## config.mk

```make
export PLATFORM = sky130hd
export DESIGN_NAME = csrq_cfg
export DESIGN_NICKNAME = d
export VERILOG_FILES = /design/src/assert_macros.svh /design/src/csrq_pkg.sv /design/src/csrq_cfg.sv
export SDC_FILE = /design/constraint.sdc
export NUM_CORES = 1
export LEC_CHECK = 0
export BUFFER_PORTS_ARGS = -buffer_cell sky130_fd_sc_hd__buf_2
export CAP_MARGIN = 25
export CORE_MARGIN = 3
export CORE_UTILIZATION = 49
export CTS_BUF_LIST = sky130_fd_sc_hd__clkbuf_4 sky130_fd_sc_hd__clkbuf_8
export CTS_CLUSTER_DIAMETER = 100
export DETAILED_ROUTE_END_ITERATION = 6
export PLACE_DENSITY = 0.9
export SYNTH_ARGS = -nofsm -noshare
export SYNTH_HDL_FRONTEND = slang
export SYNTH_SLANG_ARGS = --single-unit
```

## constraint.sdc

```tcl
create_clock -name clk_i -period 1.9 [get_ports clk_i]
set_clock_uncertainty 0.05 [all_clocks]
set_input_delay 0.095 -clock clk_i [delete_from_list [all_inputs] [get_ports clk_i]]
set_output_delay 0.095 -clock clk_i [all_outputs]
set_load 0.01 [all_outputs]
```

## src/assert_macros.svh

```systemverilog
`ifndef ASSERT_MACROS_SVH
`define ASSERT_MACROS_SVH

// Concurrent property check, disabled during reset.
`define CSRQ_ASSERT(lbl, clk, rst_n, prop, msg) \
  lbl: assert property (@(posedge clk) disable iff (!rst_n) (prop)) else $error(msg);

// Next-cycle implication, disabled during reset.
`define CSRQ_ASSERT_NEXT(lbl, clk, rst_n, ante, cons, msg) \
  `CSRQ_ASSERT(lbl, clk, rst_n, (ante) |=> (cons), msg)

`endif

```

## src/csrq_pkg.sv

```systemverilog
`default_nettype none

package csrq_pkg;

  localparam int unsigned CHAR_W  = 7;
  localparam int unsigned ACT_W   = 2;
  localparam int unsigned SHIFT_W = 5;
  localparam int unsigned CAP_W   = 11;
  localparam int unsigned CFG_DW  = 11;
  localparam int unsigned CFG_IW  = 1;

  localparam logic [ACT_W-1:0] ACT_PUSH  = 2'd0;
  localparam logic [ACT_W-1:0] ACT_POP   = 2'd1;
  localparam logic [ACT_W-1:0] ACT_QUERY = 2'd2;

  localparam logic [CFG_IW-1:0] REG_SHIFT = 1'b0;
  localparam logic [CFG_IW-1:0] REG_CAP   = 1'b1;

  localparam logic [SHIFT_W-1:0] SHIFT_RST = 5'd3;
  localparam logic [CAP_W-1:0]   CAP_RST   = 11'd1024;

  localparam logic [CHAR_W-1:0] CHR_DASH  = 7'd45;
  localparam logic [7:0]        CHR_A     = 8'd97;
  localparam logic [7:0]        CHR_Z     = 8'd122;
  localparam logic [7:0]        ALPHA_LEN = 8'd26;

  typedef struct packed {
    logic [SHIFT_W-1:0] shift;
    logic [CAP_W-1:0]   cap;
    logic [CAP_W-1:0]   cap_nxt;
  } cfg_t;

  typedef struct packed {
    logic [ACT_W-1:0]  action;
    logic [CHAR_W-1:0] char_in;
  } op_t;

  typedef struct packed {
    logic [CHAR_W-1:0] char_out;
    logic              pop_done;
    logic              push_dropped;
    logic              is_empty;
    logic              is_full;
    logic [CAP_W-1:0]  fill_level;
    logic [CHAR_W-1:0] front_stored;
    logic [CHAR_W-1:0] back_stored;
  } res_t;

  function automatic logic [CHAR_W-1:0] csrq_encrypt(input logic [CHAR_W-1:0] ch,
                                                     input logic [SHIFT_W-1:0] sh);
    logic [7:0] s;
    s = {1'b0, ch} + {3'b000, sh};
    if (s > CHR_Z) begin
      s = s - ALPHA_LEN;
    end
    return s[CHAR_W-1:0];
  endfunction

  function automatic logic [CHAR_W-1:0] csrq_decrypt(input logic [CHAR_W-1:0] st,
                                                     input logic [SHIFT_W-1:0] sh);
    logic [7:0] lim;
    logic [7:0] r;
    lim = CHR_A + {3'b000, sh};
    if ({1'b0, st} < lim) begin
      r = {1'b0, st} + ALPHA_LEN - {3'b000, sh};
    end else begin
      r = {1'b0, st} - {3'b000, sh};
    end
    return r[CHAR_W-1:0];
  endfunction

endpackage

`default_nettype wire

```

## src/csrq_cfg.sv

```systemverilog
`default_nettype none

module csrq_cfg import csrq_pkg::*; #(
  parameter int unsigned QUEUE_DEPTH = 1024
) (
  input  wire logic              clk_i,
  input  wire logic              rst_ni,
  input  wire logic              cfg_we_i,
  input  wire logic [CFG_IW-1:0] cfg_idx_i,
  input  wire logic [CFG_DW-1:0] cfg_data_i,
  output cfg_t                   cfg_o
);

  localparam int unsigned DEPTH_CLIP = (QUEUE_DEPTH > 2047) ? 2047 : QUEUE_DEPTH;
  localparam logic [CAP_W-1:0] CAP_MAX = CAP_W'(DEPTH_CLIP);

  logic [SHIFT_W-1:0] shift_q, shift_d;
  logic [CAP_W-1:0]   cap_q, cap_d;

  function automatic logic [CAP_W-1:0] eff_cap(input logic [CAP_W-1:0] c);
    logic [CAP_W-1:0] r;
    r = c;
    if (c == '0) begin
      r = CAP_W'(1);
    end else if (c > CAP_MAX) begin
      r = CAP_MAX;
    end
    return r;
  endfunction

  always_comb begin
    shift_d = shift_q;
    cap_d   = cap_q;
    if (cfg_we_i) begin
      case (cfg_idx_i)
        REG_SHIFT: shift_d = cfg_data_i[SHIFT_W-1:0];
        REG_CAP:   cap_d   = cfg_data_i[CAP_W-1:0];
        default:   ;
      endcase
    end
  end

  always_ff @(posedge clk_i or negedge rst_ni) begin
    if (!rst_ni) begin
      shift_q <= SHIFT_RST;
      cap_q   <= CAP_RST;
    end else begin
      shift_q <= shift_d;
      cap_q   <= cap_d;
    end
  end

  assign cfg_o.shift   = shift_q;
  assign cfg_o.cap     = eff_cap(cap_q);
  assign cfg_o.cap_nxt = eff_cap(cap_d);

endmodule

`default_nettype wire

```

* Yosys cells after proc, flatten, opt, wreduce, memory -nomap -nowiden *
Cells that the tools add are included.

word-level totals
  logic and storage cells = 14
  input port bits = 15
  output and inout port bits = 27
  bits in registers = 16

cells by class
  bitwise operators = 1
  reduce and logical (&&, ||, !) cells = 3
  order comparisons = 2
  muxes and demuxes = 6

operator list
  operator                                                count
  11-bit two-way mux                                      6
  11-bit greater-than comparator (second input constant)  2
  11-bit zero test                                        2
  2-bit AND reduction                                     1
  1-bit inverter                                          1

* Longest topological paths before layout *
  depth in word-level cells = 5
  gate-level depth with buffers = 4
  depth with buffers taken out = 3

* Worst setup path before layout *
Ideal clock, no wire load.

  kind = reg-to-output
  start point = register cap_q[6]
  end point = output port cfg_o[0] in the netlist's numbering
  data required time = 1755 ps
  cell stages (with the launch flop) = 4
  path slack = 607 ps
  arrival time = 1148 ps
  cell sequence = dfrtp_1 > nor4_1 > nand4_1 > a31oi_1

RTL lines
  element                 RTL line        text
  start, declared         csrq_cfg.sv:18  logic [CAP_W-1:0] cap_q, cap_d;
  start signal, assigned  csrq_cfg.sv:49  cap_q <= cap_d;
  end, declared           csrq_cfg.sv:11  output cfg_t cfg_o

==> PnR_summary.wiki <==
{| class="wikitable"
! Metric !! Value
|-
| Clock sink count || 16
|-
| Total detailed-routing wirelength || around 2100 um
|-
| Area grow syn2layout || 29.1%
|-
| CTS tree || built
|-
| Die height || roughly 47 um
|-
| Final GP Congestion || 0.740
|-
| Leakage component of the power || around 0.54 nW
|-
| Average instance area after synthesis || 11.5 sq um
|-
| DRC violations left || 0
|-
| Routed WL per cell || 16.4 um
|-
| Number of instances in the synthesized netlist || 72
|-
| Max stage delay cell, worst path || dfrtp_1
|-
| Tot GR Track Use || 0.205
|-
| First-pass GRT wire length || 3060 um
|-
| Highest-count cells in the layout ignoring fill and taps || buf_2 (41), nor2b_1 (15), dfrtp_1 (13), mux2_2 (12)
|-
| Most frequent standard cell in the layout excluding fill and tap cells || buf_2
|-
| Critical path type || reg2out
|-
| NumNets Final || 129
|-
| Critical path fanouts, max || 3
|-
| Overflow left after global routing || 0
|-
| Fill cells || 129
|-
| Maximum operating frequency || 0.546 GHz
|-
| Count of max-cap constraint violations || 0
|-
| Endpoint class of the critical path || output pin
|-
| Cells traversed along the worst timing path || nor4_2 -> nand4_1 -> a31oi_1 -> buf_2
|-
| Final Hold Slack || 0.0122 ns
|-
| Share of final-layout standard cells stronger than drive strength 1 || 0.566
|-
| Hold path cells || 2
|-
| Antenna cells || 0
|-
| Number of distinct standard cells referenced by the synthesized netlist || 18
|-
| Startpoint type of the worst setup path || flip-flop
|-
| Sum of negative setup slack || 0 ns
|-
| Source of the critical timing path || cap_q[1]$_DFF_PN0_
|-
| Clock slew at the register clock pins of the worst setup and hold paths || 0.10 ns
|-
| Max-slew violation count || 0
|-
| #FFs+latches synth || 16
|-
| Cell Rows || 14
|-
| Terminus of the critical flop-to-flop path || cap_q[10]$_DFF_PN1_
|-
| Crit path max-delay family || simple AND/OR/NAND/NOR gates
|-
| Effective utilization at floorplan || 0.535
|-
| H-tree level count || 1
|-
| Share of the yosys chip area belonging to registers || 0.490
|-
| Post-CTS repair timing setup buffer count || 0
|-
| Worst-margin pin slew || 0.356 ns
|-
| Power Density || 894 nW/um^2
|-
| Data arrival time of the worst path || around 1.7 ns
|-
| Longest individual stage delay on the worst path || roughly 0.42 ns
|-
| Result of the run || complete, no violations
|-
| End of the worst hold path || cap_q[7]$_DFF_PN0_
|-
| Via count || approximately 700
|-
| Net Count, Synth || 87
|-
| Number of global-route vias before repair || 664
|-
| Setup slack, reg-to-reg || around 0.84 ns
|-
| Longest Clk Path Bufs || 2
|-
| Worst endpoint required time || 1.75 ns
|-
| Area of the die || approximately 2200 sq um
|-
| Final Cycle Share || 0.965
|-
| Total non-filler cell area in the finished layout || 1060 sq um
|-
| Worst vdd ir || between 0.5 and 0.6 mV
|-
| Std-Cell Core Area || 1540 sq um
|-
| Mapped cell area || approximately 820 sq um
|-
| Cell area reported after detailed placement || 1010 sq um
|-
| Post-DRT Antenna Nets || 0
|-
| Number of I/O pins || 42
|-
| Pre-antenna DRT Iters || 4
|-
| Time the final worst path needs with I/O delays and setup || 1.83 ns
|-
| Clock Tree Root || clkbuf_4
|-
| Die span in x || approximately 47 um
|-
| Number of buffers created by CTS || 3
|-
| Via-to-Cell Ratio || 5.44
|-
| Maximum number of pins on one net before global-route repair || 17
|-
| YS warnings || 0
|-
| Clk Latency, worst-skew pair || 0.29 ns
|-
| Worst R2R Path Depth || 1
|-
| Hold Fails Final Rpt || 0
|-
| Antenna violations before repair || 0
|-
| Initial drt markers || 7
|-
| Origin of the worst min-delay path || cfg_data_i[7]
|-
| # setup viols final || 0
|-
| Path type of the worst min-delay path || in2reg
|-
| Critical R2R Launch || cap_q[10]$_DFF_PN1_
|-
| Number of buffers and inverters on the critical path || 1
|-
| Slew margin rel. || 0.762
|-
| IO Port Bufs || 41
|-
| Unrepaired setup endpoints after global routing || no
|}
cell families (layout without fill, tap and decap cells):
| family | after synthesis | after routing | share of synthesized area |
|---|---|---|---|
| AO/OA/AOI/OAI | 5 | 5 | 0.0364 |
| buffers and inverters | 9 | 50 | 0.0637 |
| flip-flops | 16 | 16 | 0.490 |
| multiplexers | 16 | 16 | 0.219 |
| AND/OR/NAND/NOR | 26 | 26 | 0.191 |
cells in the mapped netlist:
library cell,count,area (sq um)
a21oi_1,1,5.00
a31oi_1,4,25.0
buf_4,1,7.51
buf_6,2,22.5
clkbuf_1,2,7.51
dfrtp_1,13,325
dfstp_2,3,78.8
inv_1,4,15.0
mux2_2,12,135
mux2_4,1,15.0
mux2i_1,3,30.0
nand2_2,1,6.26
nand2b_1,1,6.26
nand4_1,1,6.26
nand4b_1,1,8.76
nor2_1,3,11.3
nor2b_1,15,93.8
nor4_1,4,25.0
cell type report:
cell class / count / area (sq um) / area share
Timing Repair Buffer: 42 / 215 / 0.202
Tap cell: 16 / 20.0 / 0.0188
Multi-Input combinational cell: 47 / 380 / 0.357
Clock buffer: 4 / 30.0 / 0.0282
Inverter: 4 / 15.0 / 0.0141
Sequential cell: 16 / 404 / 0.380
metrics by stage:
step,std cells,power (mW),worst slack (ns),utilization
after floorplan,72,0.619,0.607,-
after global placement,124,0.730,0.438,0.657
after detailed placement,124,0.743,0.344,0.657
after CTS,129,0.945,0.0172,0.683
after global routing,129,0.993,0.0192,0.691
final,129,0.952,0.0671,0.691
flip-flops by register name, indices dropped and copies added (netlist names):
name / flops
cap_q: 11
shift_q: 5
power by group:
part / leakage, nW / internal, mW / switching (mW)
Combinational: 0.342 / 0.145 / 0.156
Clock: 0.0184 / 0.0960 / 0.110
Sequential: 0.184 / 0.398 / 0.0475
how the worst max path moves through the flow:
stage / endpoint / slack, ns / depth (start not counted)
after floorplan: cfg_o[0] / 0.61 / 3
after global placement: cfg_o[0] / 0.44 / 4
after detailed placement: cfg_o[2] / 0.34 / 4
after CTS: cfg_o[2] / 0.02 / 4
after global routing: cfg_o[2] / 0.02 / 4
final: cfg_o[2] / 0.07 / 4
what timing repair did:
item                       CTS  global route
hold buffers                 1             0
setup endpoints to repair    0             2
resized for setup            0             2
hold endpoints to repair    16             0
layer usage:
metal | wire [um] | GRT usage | part of all wire
met1 | 847 | 0.259 | 0.40
met2 | 1080 | 0.344 | 0.51
met3 | 132 | 0.0268 | 0.062
met4 | 56 | 0.0994 | 0.026
met5 | 0 | 0 | 0
(Power assumes the default switching activity.)
